===== config.mk =====
export PLATFORM = sky130hd
export DESIGN_NAME = nine_patch_rect_splitter
export DESIGN_NICKNAME = d
export VERILOG_FILES = /design/src/rtl/nps_pkg.sv /design/src/rtl/nps_div.sv /design/src/rtl/nps_front.sv /design/src/rtl/nps_queue.sv /design/src/rtl/nps_back.sv /design/src/rtl/nine_patch_rect_splitter.sv
export SDC_FILE = /design/constraint.sdc
export NUM_CORES = 2
export LEC_CHECK = 0
export ABC_AREA = 1
export BUFFER_PORTS_ARGS = -buffer_cell sky130_fd_sc_hd__buf_2
export CORE_MARGIN = 2
export CORE_UTILIZATION = 64
export DETAILED_ROUTE_END_ITERATION = 8
export GPL_TIMING_DRIVEN = 0
export PLACE_DENSITY_LB_ADDON = 0.3
export RECOVER_POWER = 25
export REMOVE_ABC_BUFFERS = 1
export SETUP_SLACK_MARGIN = 0.3
export SLEW_MARGIN = 25
export SYNTH_ARGS = -nofsm -noshare
export SYNTH_HDL_FRONTEND = slang
export SYNTH_SLANG_ARGS = --single-unit
export TNS_END_PERCENT = 30

===== constraint.sdc =====
create_clock -name clk -period 15.6 [get_ports clk]
set_clock_uncertainty 0.05 [all_clocks]
set_input_delay 0.78 -clock clk [delete_from_list [all_inputs] [get_ports clk]]
set_output_delay 0.78 -clock clk [all_outputs]
set_load 0.005 [all_outputs]

===== src/rtl/nps_pkg.sv =====
// Shared types and constants for the nine-patch rectangle splitter.
// Used by the front end, divider, queue, back end and top level; no dependencies.
package nps_pkg;

  localparam int SRC_W         = 13;                    // source pixel coordinates
  localparam int Q_W           = 24;                    // signed fixed-point destination
  localparam int PATCHES       = 3;                     // patches per axis
  localparam int LINES         = PATCHES + 1;           // cut lines per axis
  localparam int PROD_W        = SRC_W + Q_W;           // |span| * margin
  localparam int DIV_STEP_BITS = 4;                     // quotient bits per divider cycle
  localparam int DIV_CYCLES    = Q_W / DIV_STEP_BITS;
  localparam int QUEUE_DEPTH   = 2;

  typedef logic [SRC_W-1:0]        src_t;
  typedef logic signed [Q_W-1:0]   q_t;

  // One fully resolved item: cut lines for both axes, ready to be split.
  typedef struct packed {
    logic                ok;
    src_t [LINES-1:0]    sx;
    src_t [LINES-1:0]    sy;
    q_t   [LINES-1:0]    dx;
    q_t   [LINES-1:0]    dy;
  } nps_item_t;

  typedef struct packed {
    logic                load;
    logic [PROD_W-1:0]   dividend;
    src_t                divisor;
  } nps_div_req_t;

  typedef struct packed {
    logic full;
    logic empty;
  } nps_q_stat_t;

endpackage


===== src/rtl/nps_div.sv =====
// Unsigned radix-16 restoring divider for the collapse point of one axis.
// Depends on nps_pkg. The quotient is known to fit in Q_W bits.
module nps_div (
  input  logic                 clk,
  input  logic                 rst_n,
  input  nps_pkg::nps_div_req_t req,
  output logic                 done,
  output logic [nps_pkg::Q_W-1:0] quotient
);
  import nps_pkg::*;

  localparam int CNT_W = (DIV_CYCLES > 1) ? $clog2(DIV_CYCLES) : 1;

  logic              run_r;
  logic              done_r;
  logic [CNT_W-1:0]  cnt_r;
  src_t              rem_r;
  src_t              den_r;
  logic [Q_W-1:0]    quo_r;
  src_t              rem_nxt;
  logic [Q_W-1:0]    quo_nxt;
  logic [SRC_W:0]    shifted;

  // The dividend's low bits shift out of quo_r as quotient bits shift in.
  always_comb begin
    rem_nxt = rem_r;
    quo_nxt = quo_r;
    shifted = '0;
    for (int i = 0; i < DIV_STEP_BITS; i++) begin
      shifted = {rem_nxt, quo_nxt[Q_W-1]};
      quo_nxt = {quo_nxt[Q_W-2:0], 1'b0};
      if (shifted >= {1'b0, den_r}) begin
        shifted    = shifted - {1'b0, den_r};
        quo_nxt[0] = 1'b1;
      end
      rem_nxt = shifted[SRC_W-1:0];
    end
  end

  always_ff @(posedge clk) begin
    if (!rst_n) begin
      run_r  <= 1'b0;
      done_r <= 1'b0;
      cnt_r  <= '0;
    end else begin
      done_r <= run_r && !req.load && (cnt_r == CNT_W'(DIV_CYCLES - 1));
      if (req.load) begin
        run_r <= 1'b1;
        cnt_r <= '0;
      end else if (run_r) begin
        cnt_r <= cnt_r + 1'b1;
        if (cnt_r == CNT_W'(DIV_CYCLES - 1)) begin
          run_r <= 1'b0;
        end
      end
    end
    if (req.load) begin
      rem_r <= req.dividend[PROD_W-1:Q_W];
      quo_r <= req.dividend[Q_W-1:0];
      den_r <= req.divisor;
    end else if (run_r) begin
      rem_r <= rem_nxt;
      quo_r <= quo_nxt;
    end
  end

  assign done     = done_r;
  assign quotient = quo_r;

endmodule


===== src/rtl/nps_front.sv =====
// Front end: takes an item, checks it, builds the cut lines of both axes and,
// where an axis collapses, runs the multiply and divide. Depends on nps_pkg, nps_div.
module nps_front #(
  parameter int MAX_IMAGE_SIZE = 4096,
  parameter int FRAC_BITS      = 8
) (
  input  logic                 clk,
  input  logic                 rst_n,
  input  logic                 start,
  input  nps_pkg::src_t        in_image_width,
  input  nps_pkg::src_t        in_image_height,
  input  nps_pkg::src_t        in_center_left,
  input  nps_pkg::src_t        in_center_top,
  input  nps_pkg::src_t        in_center_right,
  input  nps_pkg::src_t        in_center_bottom,
  input  nps_pkg::q_t          in_dest_left,
  input  nps_pkg::q_t          in_dest_top,
  input  nps_pkg::q_t          in_dest_right,
  input  nps_pkg::q_t          in_dest_bottom,
  output logic                 busy,
  output logic                 push,
  output nps_pkg::nps_item_t   push_item,
  input  nps_pkg::nps_q_stat_t q_stat
);
  import nps_pkg::*;

  localparam int LW_A = Q_W + 1;
  localparam int LW_B = SRC_W + FRAC_BITS + 1;
  localparam int LW   = ((LW_A > LW_B) ? LW_A : LW_B) + 1;
  localparam int SZ_W = 17;
  localparam logic [SZ_W-1:0] MAX_SZ = SZ_W'(MAX_IMAGE_SIZE);

  typedef logic signed [LW-1:0] wide_t;

  localparam wide_t Q_MAX_W = wide_t'((64'sd1 <<< (Q_W - 1)) - 64'sd1);
  localparam wide_t Q_MIN_W = wide_t'(-(64'sd1 <<< (Q_W - 1)));

  typedef struct packed {
    q_t             l1;
    q_t             l2;
    logic           collapse;
    logic           neg;
    logic [Q_W-1:0] mag;
    src_t           lo;
    src_t           den;
  } axis_t;

  typedef enum logic [2:0] {
    F_EMPTY,
    F_MUL,
    F_LOAD,
    F_WAIT,
    F_FIN,
    F_READY
  } fstate_t;

  function automatic q_t sat_q(wide_t v);
    q_t r;
    if (v > Q_MAX_W) begin
      r = Q_MAX_W[Q_W-1:0];
    end else if (v < Q_MIN_W) begin
      r = Q_MIN_W[Q_W-1:0];
    end else begin
      r = v[Q_W-1:0];
    end
    return r;
  endfunction

  function automatic axis_t axis_cut(q_t d0, q_t d3, src_t size, src_t lo, src_t hi);
    axis_t                a;
    src_t                 m_hi;
    wide_t                s1;
    wide_t                s2;
    logic signed [Q_W:0]  diff;
    m_hi       = size - hi;
    s1         = wide_t'(d0) + (wide_t'(lo) <<< FRAC_BITS);
    s2         = wide_t'(d3) - (wide_t'(m_hi) <<< FRAC_BITS);
    a.l1       = sat_q(s1);
    a.l2       = sat_q(s2);
    a.collapse = $signed(a.l1) > $signed(a.l2);
    diff       = (Q_W+1)'(d3) - (Q_W+1)'(d0);
    a.neg      = diff[Q_W];
    a.mag      = diff[Q_W] ? Q_W'(-diff) : Q_W'(diff);
    a.lo       = lo;
    a.den      = lo + m_hi;
    return a;
  endfunction

  fstate_t           state_r;
  fstate_t           state_nxt;
  nps_item_t         item_r;
  nps_item_t         item_nxt;
  axis_t             ax_r;
  axis_t             ay_r;
  axis_t             axn;
  axis_t             ayn;
  logic [PROD_W-1:0] prod_x_r;
  logic [PROD_W-1:0] prod_y_r;
  logic              ok;
  logic              need_div;
  logic              load;
  nps_div_req_t      req_x;
  nps_div_req_t      req_y;
  logic              done_x;
  logic              done_y;
  logic [Q_W-1:0]    quo_x;
  logic [Q_W-1:0]    quo_y;
  q_t                mid_x;
  q_t                mid_y;
  wide_t             qs_x;
  wide_t             qs_y;

  assign push = (state_r == F_READY) && !q_stat.full;
  assign busy = !((state_r == F_EMPTY) || push);
  assign load = start && !busy;

  always_comb begin
    ok = (in_center_left < in_center_right) && (in_center_top < in_center_bottom) &&
         (in_center_right <= in_image_width) && (in_center_bottom <= in_image_height) &&
         (SZ_W'(in_image_width) <= MAX_SZ) && (SZ_W'(in_image_height) <= MAX_SZ);
    axn = axis_cut(in_dest_left, in_dest_right, in_image_width,
                   in_center_left, in_center_right);
    ayn = axis_cut(in_dest_top, in_dest_bottom, in_image_height,
                   in_center_top, in_center_bottom);
    need_div = ok && (axn.collapse || ayn.collapse);

    item_nxt       = '0;
    item_nxt.ok    = ok;
    item_nxt.sx[0] = '0;
    item_nxt.sx[1] = in_center_left;
    item_nxt.sx[2] = in_center_right;
    item_nxt.sx[3] = in_image_width;
    item_nxt.sy[0] = '0;
    item_nxt.sy[1] = in_center_top;
    item_nxt.sy[2] = in_center_bottom;
    item_nxt.sy[3] = in_image_height;
    item_nxt.dx[0] = in_dest_left;
    item_nxt.dx[1] = axn.l1;
    item_nxt.dx[2] = axn.l2;
    item_nxt.dx[3] = in_dest_right;
    item_nxt.dy[0] = in_dest_top;
    item_nxt.dy[1] = ayn.l1;
    item_nxt.dy[2] = ayn.l2;
    item_nxt.dy[3] = in_dest_bottom;
  end

  always_comb begin
    state_nxt = state_r;
    unique case (state_r)
      F_EMPTY: begin
        if (start) begin
          state_nxt = need_div ? F_MUL : F_READY;
        end
      end
      F_MUL:  state_nxt = F_LOAD;
      F_LOAD: state_nxt = F_WAIT;
      F_WAIT: begin
        if (done_x && done_y) begin
          state_nxt = F_FIN;
        end
      end
      F_FIN:  state_nxt = F_READY;
      F_READY: begin
        if (push) begin
          if (start) begin
            state_nxt = need_div ? F_MUL : F_READY;
          end else begin
            state_nxt = F_EMPTY;
          end
        end
      end
      default: state_nxt = F_EMPTY;
    endcase
  end

  // Collapse point: edge0 plus the signed, truncated quotient; a zero
  // margin sum pins both inner lines to edge0.
  always_comb begin
    qs_x  = ax_r.neg ? -wide_t'(quo_x) : wide_t'(quo_x);
    qs_y  = ay_r.neg ? -wide_t'(quo_y) : wide_t'(quo_y);
    mid_x = (ax_r.den == '0) ? item_r.dx[0] :
            sat_q(wide_t'($signed(item_r.dx[0])) + qs_x);
    mid_y = (ay_r.den == '0) ? item_r.dy[0] :
            sat_q(wide_t'($signed(item_r.dy[0])) + qs_y);
  end

  always_comb begin
    req_x.load     = (state_r == F_LOAD);
    req_x.dividend = prod_x_r;
    req_x.divisor  = ax_r.den;
    req_y.load     = (state_r == F_LOAD);
    req_y.dividend = prod_y_r;
    req_y.divisor  = ay_r.den;
  end

  always_ff @(posedge clk) begin
    if (!rst_n) begin
      state_r <= F_EMPTY;
    end else begin
      state_r <= state_nxt;
    end
    if (load) begin
      item_r <= item_nxt;
      ax_r   <= axn;
      ay_r   <= ayn;
    end
    if (state_r == F_MUL) begin
      prod_x_r <= PROD_W'(ax_r.mag) * PROD_W'(ax_r.lo);
      prod_y_r <= PROD_W'(ay_r.mag) * PROD_W'(ay_r.lo);
    end
    if (state_r == F_FIN) begin
      if (ax_r.collapse) begin
        item_r.dx[1] <= mid_x;
        item_r.dx[2] <= mid_x;
      end
      if (ay_r.collapse) begin
        item_r.dy[1] <= mid_y;
        item_r.dy[2] <= mid_y;
      end
    end
  end

  nps_div u_div_x (
    .clk      (clk),
    .rst_n    (rst_n),
    .req      (req_x),
    .done     (done_x),
    .quotient (quo_x)
  );

  nps_div u_div_y (
    .clk      (clk),
    .rst_n    (rst_n),
    .req      (req_y),
    .done     (done_y),
    .quotient (quo_y)
  );

  assign push_item = item_r;

endmodule


===== src/rtl/nps_queue.sv =====
// Short FIFO of resolved items between the front end and the back end.
// Depends on nps_pkg.
module nps_queue (
  input  logic                 clk,
  input  logic                 rst_n,
  input  logic                 push,
  input  nps_pkg::nps_item_t   push_item,
  input  logic                 pop,
  output nps_pkg::nps_item_t   head,
  output nps_pkg::nps_q_stat_t stat
);
  import nps_pkg::*;

  localparam int PTR_W = (QUEUE_DEPTH > 1) ? $clog2(QUEUE_DEPTH) : 1;
  localparam int CNT_W = $clog2(QUEUE_DEPTH + 1);

  function automatic logic [PTR_W-1:0] next_ptr(logic [PTR_W-1:0] p);
    logic [PTR_W-1:0] n;
    n = (p == PTR_W'(QUEUE_DEPTH - 1)) ? '0 : p + 1'b1;
    return n;
  endfunction

  nps_item_t         mem_r [QUEUE_DEPTH];
  logic [PTR_W-1:0]  wr_ptr_r;
  logic [PTR_W-1:0]  rd_ptr_r;
  logic [CNT_W-1:0]  count_r;

  always_ff @(posedge clk) begin
    if (!rst_n) begin
      wr_ptr_r <= '0;
      rd_ptr_r <= '0;
      count_r  <= '0;
    end else begin
      if (push) begin
        wr_ptr_r <= next_ptr(wr_ptr_r);
      end
      if (pop) begin
        rd_ptr_r <= next_ptr(rd_ptr_r);
      end
      count_r <= count_r + CNT_W'(push) - CNT_W'(pop);
    end
    if (push) begin
      mem_r[wr_ptr_r] <= push_item;
    end
  end

  assign head       = mem_r[rd_ptr_r];
  assign stat.full  = (count_r == CNT_W'(QUEUE_DEPTH));
  assign stat.empty = (count_r == '0);

endmodule


===== src/rtl/nps_back.sv =====
// Back end: walks a valid head item's nine patches in row-major order, one
// beat per cycle while queued, and pops it with its last. Depends on nps_pkg.
module nps_back (
  input  logic                 clk,
  input  logic                 rst_n,
  input  nps_pkg::nps_item_t   head,
  input  nps_pkg::nps_q_stat_t q_stat,
  output logic                 pop,
  output logic                 out_strobe,
  output logic                 out_valid_res,
  output nps_pkg::src_t        out_src_left,
  output nps_pkg::src_t        out_src_top,
  output nps_pkg::src_t        out_src_right,
  output nps_pkg::src_t        out_src_bottom,
  output nps_pkg::q_t          out_left,
  output nps_pkg::q_t          out_top,
  output nps_pkg::q_t          out_right,
  output nps_pkg::q_t          out_bottom,
  output logic                 out_last
);
  import nps_pkg::*;

  localparam int IDX_W = $clog2(LINES);
  localparam logic [IDX_W-1:0] LAST_IDX = IDX_W'(PATCHES - 1);

  logic [IDX_W-1:0] col_r;
  logic [IDX_W-1:0] row_r;
  logic [IDX_W-1:0] col_p1;
  logic [IDX_W-1:0] row_p1;
  logic             emit;
  logic             is_last;
  logic             strobe_r;
  logic             valid_r;
  logic             last_r;
  src_t             sl_r;
  src_t             st_r;
  src_t             sr_r;
  src_t             sb_r;
  q_t               dl_r;
  q_t               dt_r;
  q_t               dr_r;
  q_t               db_r;

  assign col_p1  = col_r + 1'b1;
  assign row_p1  = row_r + 1'b1;
  assign emit    = !q_stat.empty;
  // A rejected item produces a single beat, which is also its last.
  assign is_last = !head.ok || ((col_r == LAST_IDX) && (row_r == LAST_IDX));
  assign pop     = emit && is_last;

  always_ff @(posedge clk) begin
    if (!rst_n) begin
      strobe_r <= 1'b0;
      col_r    <= '0;
      row_r    <= '0;
    end else begin
      strobe_r <= emit;
      if (emit) begin
        if (is_last) begin
          col_r <= '0;
          row_r <= '0;
        end else if (col_r == LAST_IDX) begin
          col_r <= '0;
          row_r <= row_p1;
        end else begin
          col_r <= col_p1;
        end
      end
    end
    if (emit) begin
      valid_r <= head.ok;
      last_r  <= is_last;
      sl_r    <= head.ok ? head.sx[col_r]  : '0;
      st_r    <= head.ok ? head.sy[row_r]  : '0;
      sr_r    <= head.ok ? head.sx[col_p1] : '0;
      sb_r    <= head.ok ? head.sy[row_p1] : '0;
      dl_r    <= head.ok ? head.dx[col_r]  : '0;
      dt_r    <= head.ok ? head.dy[row_r]  : '0;
      dr_r    <= head.ok ? head.dx[col_p1] : '0;
      db_r    <= head.ok ? head.dy[row_p1] : '0;
    end
  end

  assign out_strobe     = strobe_r;
  assign out_valid_res  = valid_r;
  assign out_src_left   = sl_r;
  assign out_src_top    = st_r;
  assign out_src_right  = sr_r;
  assign out_src_bottom = sb_r;
  assign out_left       = dl_r;
  assign out_top        = dt_r;
  assign out_right      = dr_r;
  assign out_bottom     = db_r;
  assign out_last       = last_r;

endmodule


===== src/rtl/nine_patch_rect_splitter.sv =====
// Top level of the nine-patch rectangle splitter.
// Depends on nps_pkg, nps_front, nps_queue, nps_back (and nps_div below the front end).

// An item is taken on a rising edge with start high and busy low. A valid
// item yields nine result beats in row-major order (out_last on the ninth), an
// invalid one a single beat with out_valid_res low and out_last high; each
// beat sits on the out_ ports for exactly one cycle under out_strobe and
// cannot be held off. Without a collapse the front end takes one item per
// cycle while the queue has room; each item passes the front end's item
// register, the queue and the back end's output registers, and the result
// port sets the sustained rate: nine beats per valid item, one rejected item
// per cycle. An axis that collapses adds a multiply, a divider load, a
// radix-16 divide and a finishing step in the front end, which takes no new
// item until the collapsing item is pushed; the two-entry queue ahead of the
// result port absorbs such items when they arrive among ordinary ones.
module nine_patch_rect_splitter #(
  parameter int MAX_IMAGE_SIZE = 4096,
  parameter int FRAC_BITS      = 8
) (
  input  logic          clk,
  input  logic          rst_n,
  input  logic          start,
  output logic          busy,
  input  nps_pkg::src_t in_image_width,
  input  nps_pkg::src_t in_image_height,
  input  nps_pkg::src_t in_center_left,
  input  nps_pkg::src_t in_center_top,
  input  nps_pkg::src_t in_center_right,
  input  nps_pkg::src_t in_center_bottom,
  input  nps_pkg::q_t   in_dest_left,
  input  nps_pkg::q_t   in_dest_top,
  input  nps_pkg::q_t   in_dest_right,
  input  nps_pkg::q_t   in_dest_bottom,
  output logic          out_strobe,
  output logic          out_valid_res,
  output nps_pkg::src_t out_src_left,
  output nps_pkg::src_t out_src_top,
  output nps_pkg::src_t out_src_right,
  output nps_pkg::src_t out_src_bottom,
  output nps_pkg::q_t   out_left,
  output nps_pkg::q_t   out_top,
  output nps_pkg::q_t   out_right,
  output nps_pkg::q_t   out_bottom,
  output logic          out_last
);
  import nps_pkg::*;

  logic        q_push;
  logic        q_pop;
  nps_item_t   q_in;
  nps_item_t   q_head;
  nps_q_stat_t q_stat;

  nps_front #(
    .MAX_IMAGE_SIZE (MAX_IMAGE_SIZE),
    .FRAC_BITS      (FRAC_BITS)
  ) u_front (
    .clk              (clk),
    .rst_n            (rst_n),
    .start            (start),
    .in_image_width   (in_image_width),
    .in_image_height  (in_image_height),
    .in_center_left   (in_center_left),
    .in_center_top    (in_center_top),
    .in_center_right  (in_center_right),
    .in_center_bottom (in_center_bottom),
    .in_dest_left     (in_dest_left),
    .in_dest_top      (in_dest_top),
    .in_dest_right    (in_dest_right),
    .in_dest_bottom   (in_dest_bottom),
    .busy             (busy),
    .push             (q_push),
    .push_item        (q_in),
    .q_stat           (q_stat)
  );

  nps_queue u_queue (
    .clk       (clk),
    .rst_n     (rst_n),
    .push      (q_push),
    .push_item (q_in),
    .pop       (q_pop),
    .head      (q_head),
    .stat      (q_stat)
  );

  nps_back u_back (
    .clk            (clk),
    .rst_n          (rst_n),
    .head           (q_head),
    .q_stat         (q_stat),
    .pop            (q_pop),
    .out_strobe     (out_strobe),
    .out_valid_res  (out_valid_res),
    .out_src_left   (out_src_left),
    .out_src_top    (out_src_top),
    .out_src_right  (out_src_right),
    .out_src_bottom (out_src_bottom),
    .out_left       (out_left),
    .out_top        (out_top),
    .out_right      (out_right),
    .out_bottom     (out_bottom),
    .out_last       (out_last)
  );

  a_queue_no_overflow: assert property (
    @(posedge clk) disable iff (!rst_n) q_push |-> !q_stat.full
  ) else $error("item pushed into a full queue");

  a_queue_no_underflow: assert property (
    @(posedge clk) disable iff (!rst_n) q_pop |-> !q_stat.empty
  ) else $error("item popped from an empty queue");

  a_reject_is_last: assert property (
    @(posedge clk) disable iff (!rst_n) (out_strobe && !out_valid_res) |-> out_last
  ) else $error("rejection beat without last");

  a_patches_unbroken: assert property (
    @(posedge clk) disable iff (!rst_n)
      (out_strobe && out_valid_res && !out_last) |=> (out_strobe && out_valid_res)
  ) else $error("patch sequence broken before its last beat");

endmodule


==> run summary <==
vias per cell - 6.00
Final nets - 11767
dpl hpwl - 217000 µm
largest net degree at the start of global routing - 104
CTS tree - done
post-synthesis sequential area ratio - 40.2%
Max Cap Viol - 0
largest area contributor in the netlist - edfxtp_1
Final setup viols - 0
Worst-path clk slew - 0.06 ns
Peak Freq - 98.0 MHz
synthesized area - 89500 µm²
Netlist cell types - 66
Slew Viols, Final - 0
Mean Syn Cell Area - 8.70 µm²
Die Footprint - 143000 µm²
Ports - 329
CP top delay family - simple AND/OR/NAND/NOR gates
Synth area leaders - edfxtp_1, nand2_1, fa_1, ha_1, inv_1
CTS buffer count - 133
Tot GR Track Use - 39.6%
Hold WC Path Type - input pin to register
crit-path max cell delay - 0.66 ns
Initial Util - 64.3%
slew of the pin with the lowest slew margin - 1.28 ns
initial antenna violation count - 29
clock tree buffer depth - 3
relative slew slack - 14.6%
CTS sink cnt - 1238
Async S/R FF share, synth - 0%
Initial DRT Pass Iterations - 8
GPL Wtd Cong - 1.02
DR WL/cell - 22.6 µm
Post-CTS Setup Inserts - 0
CP max FO - 27
layout overhead on the synthesized area - 10.8%
PostCTS Resize Cnt - 0
setup TNS - 0 ns
final setup margin - 5.39 ns
Synth Flop Type - edfxtp_1
minimum clock period - 10.21 ns
Hold Vio Cnt, Final - 0
Post-Syn Instances - 10279
arrival time at the worst endpoint - 10.69 ns
top-area cell type share of the netlist area - 37.6%
Worst Setup Start Kind - register
Critical Path RT - 16.08 ns
pre-CTS WS - 5.70 ns
layout cell share with drive strength beyond 1 - 5.72%
total core area - 139000 µm²
later-pin clock latency in the skew report - 0.81 ns
ANT nets after route - 0
Starting DRT DRC Count - 9324
critical path's slowest cell - a21oi_2
outcome - complete, no violations
Setup crit end kind - register
final wirelength - 283000 µm
Period Utilization, post-route - 65.4%
DR vias - 75119
Die Width - 378 µm
PortBufs - 328
RSZ-0062 raised after global routing - no
Yosys reg bits - 1238
Root Buffer - clkbuf_16
Hold-fix buffers, CTS - 0
Synth warnings - 0
vias in the first global route - 72839
Post-synth EDFFs - 1119
# H-tree levels - 4
first-pass GRT wire length - 425000 µm
fillers - 10455
total global routing overflow - 0
Buf+Inv Stages, Crit Path - 8
Hold Slack - 0.114 ns
Die H - 378 µm
most frequent cell on the critical path - nand2_1
critical path class - register to register
site row count - 137
drc violations - 0
sequential cells by signal, indices dropped and copies added, names as in the netlist, 37 cells and up, named ones only:
register and flops:
u_queue.mem_r 542, u_front.prod_x_r 37, u_front.ax_r 39, u_front.push_item 271
u_front.prod_y_r 37, u_front.ay_r 39
layout by cell type, fill, tap and decap left out, drive strengths merged, types with 9 or more instances in the layout:
cell and instances:
nand2 3086, inv 1591, edfxtp 1119, a21oi 654, ha 554, fa 504, nor2 473, nand3 431
clkbuf 349, o21ai 326, buf 278, xor2 259, mux2i 130, a31oi 124, dfxtp 119, xnor2 106
nand4 94, o211ai 85, nor3 81, clkinv 40, o21bai 31, a21boi 30, or2 25, nor4 23
a21o 21, diode 12, nand3b 12, o21a 12, o31ai 10, o22ai 10, bufinv 10, clkinvlp 10
a211oi 9
cell families (layout without fill, tap and decap cells):
logic type	Yosys count	in the layout	synth area share (%)
adder cells (fa/ha/maj)	1058	1058	19.0
other	0	12	0
AND/OR/NAND/NOR	4237	4237	19.2
buffers and inverters	1919	2278	8.15
AO/OA/AOI/OAI	1332	1332	8.37
flip-flops	1238	1238	40.2
XOR/XNOR	365	365	3.57
multiplexers	130	130	1.45
metrics by stage:
stage               utilization (%)  cells  cell area (µm²)
finish                         71.2  12526            99100
global route                   71.2  12515            99100
CTS                            71.2  12500            99100
detailed placement             68.0  12259            94600
global placement               66.2  12153            92100
floorplan                         -   9949            88100
path summary, 6_finish.rpt:
path,startpoint,endpoint,slack (ns),cells after the start
worst max-delay path,u_front.u_div_y.quotient[23],u_front.u_div_y.rem_r[12],5.39,47
worst min-delay path,in_dest_bottom[0],u_front.push_item[72],0.11,1
worst max register to register,u_front.u_div_y.quotient[23],u_front.u_div_y.rem_r[12],5.39,47
worst min register to register,u_front.push_item[296],u_queue.mem_r[0][270],0.39,0
per-layer routing:
metal / wire length [µm] / part of all wire [%] / track usage, % / up-vias
li1: - / - / - / 33979
met1: 111000 / 39 / 55.2 / 35787
met2: 123000 / 43 / 59.4 / 4517
met3: 36800 / 13 / 10.2 / 816
met4: 12200 / 4.3 / 16.2 / 20
met5: 128 / 0.045 / 0 / -
final cells by class:
| cell class | count | area [µm²] | area share (%) |
|---|---|---|---|
| Clock inverter | 62 | 763 | 0.770 |
| Clock buffer | 179 | 3690 | 3.73 |
| Antenna cell | 12 | 30.0 | 0.0303 |
| Sequential cell | 1238 | 36000 | 36.3 |
| Tap cell | 1876 | 2350 | 2.37 |
| Multi-Input combinational cell | 7122 | 46400 | 46.8 |
| Inverter | 1589 | 6000 | 6.05 |
| Timing Repair Buffer | 448 | 3920 | 3.96 |
cell usage after synthesis, types with 12 or more instances:
cell type  number
o21ai_1        12
nor2_1        461
a21boi_1       21
nand3b_1       12
buf_2          34
buf_1          23
a21oi_1       645
a21o_1         21
nor4_1         23
o21bai_1       28
edfxtp_1     1119
fa_1          504
a31oi_1       124
or2_2          23
nand4_1        93
nor3_1         78
o211ai_1       85
o21ai_0       311
clkbuf_1      263
inv_1        1571
ha_1          554
nand2_1      3076
xor2_1        259
mux2i_1       130
o21a_1         12
nand3_1       419
dfxtp_1       119
xnor2_1       106
worst register-to-register path: cells and delay by family, from the launching register on:
family	cells	cell delay, ns
buffers and inverters	8	0.83
flip-flops	1	0.48
adder cells (fa/ha/maj)	5	1.75
AND/OR/NAND/NOR	26	4.13
AO/OA/AOI/OAI	8	2.74
Power is not shown: default switching activity piles up to over one toggle a cycle in this logic, so the estimate is an artifact.
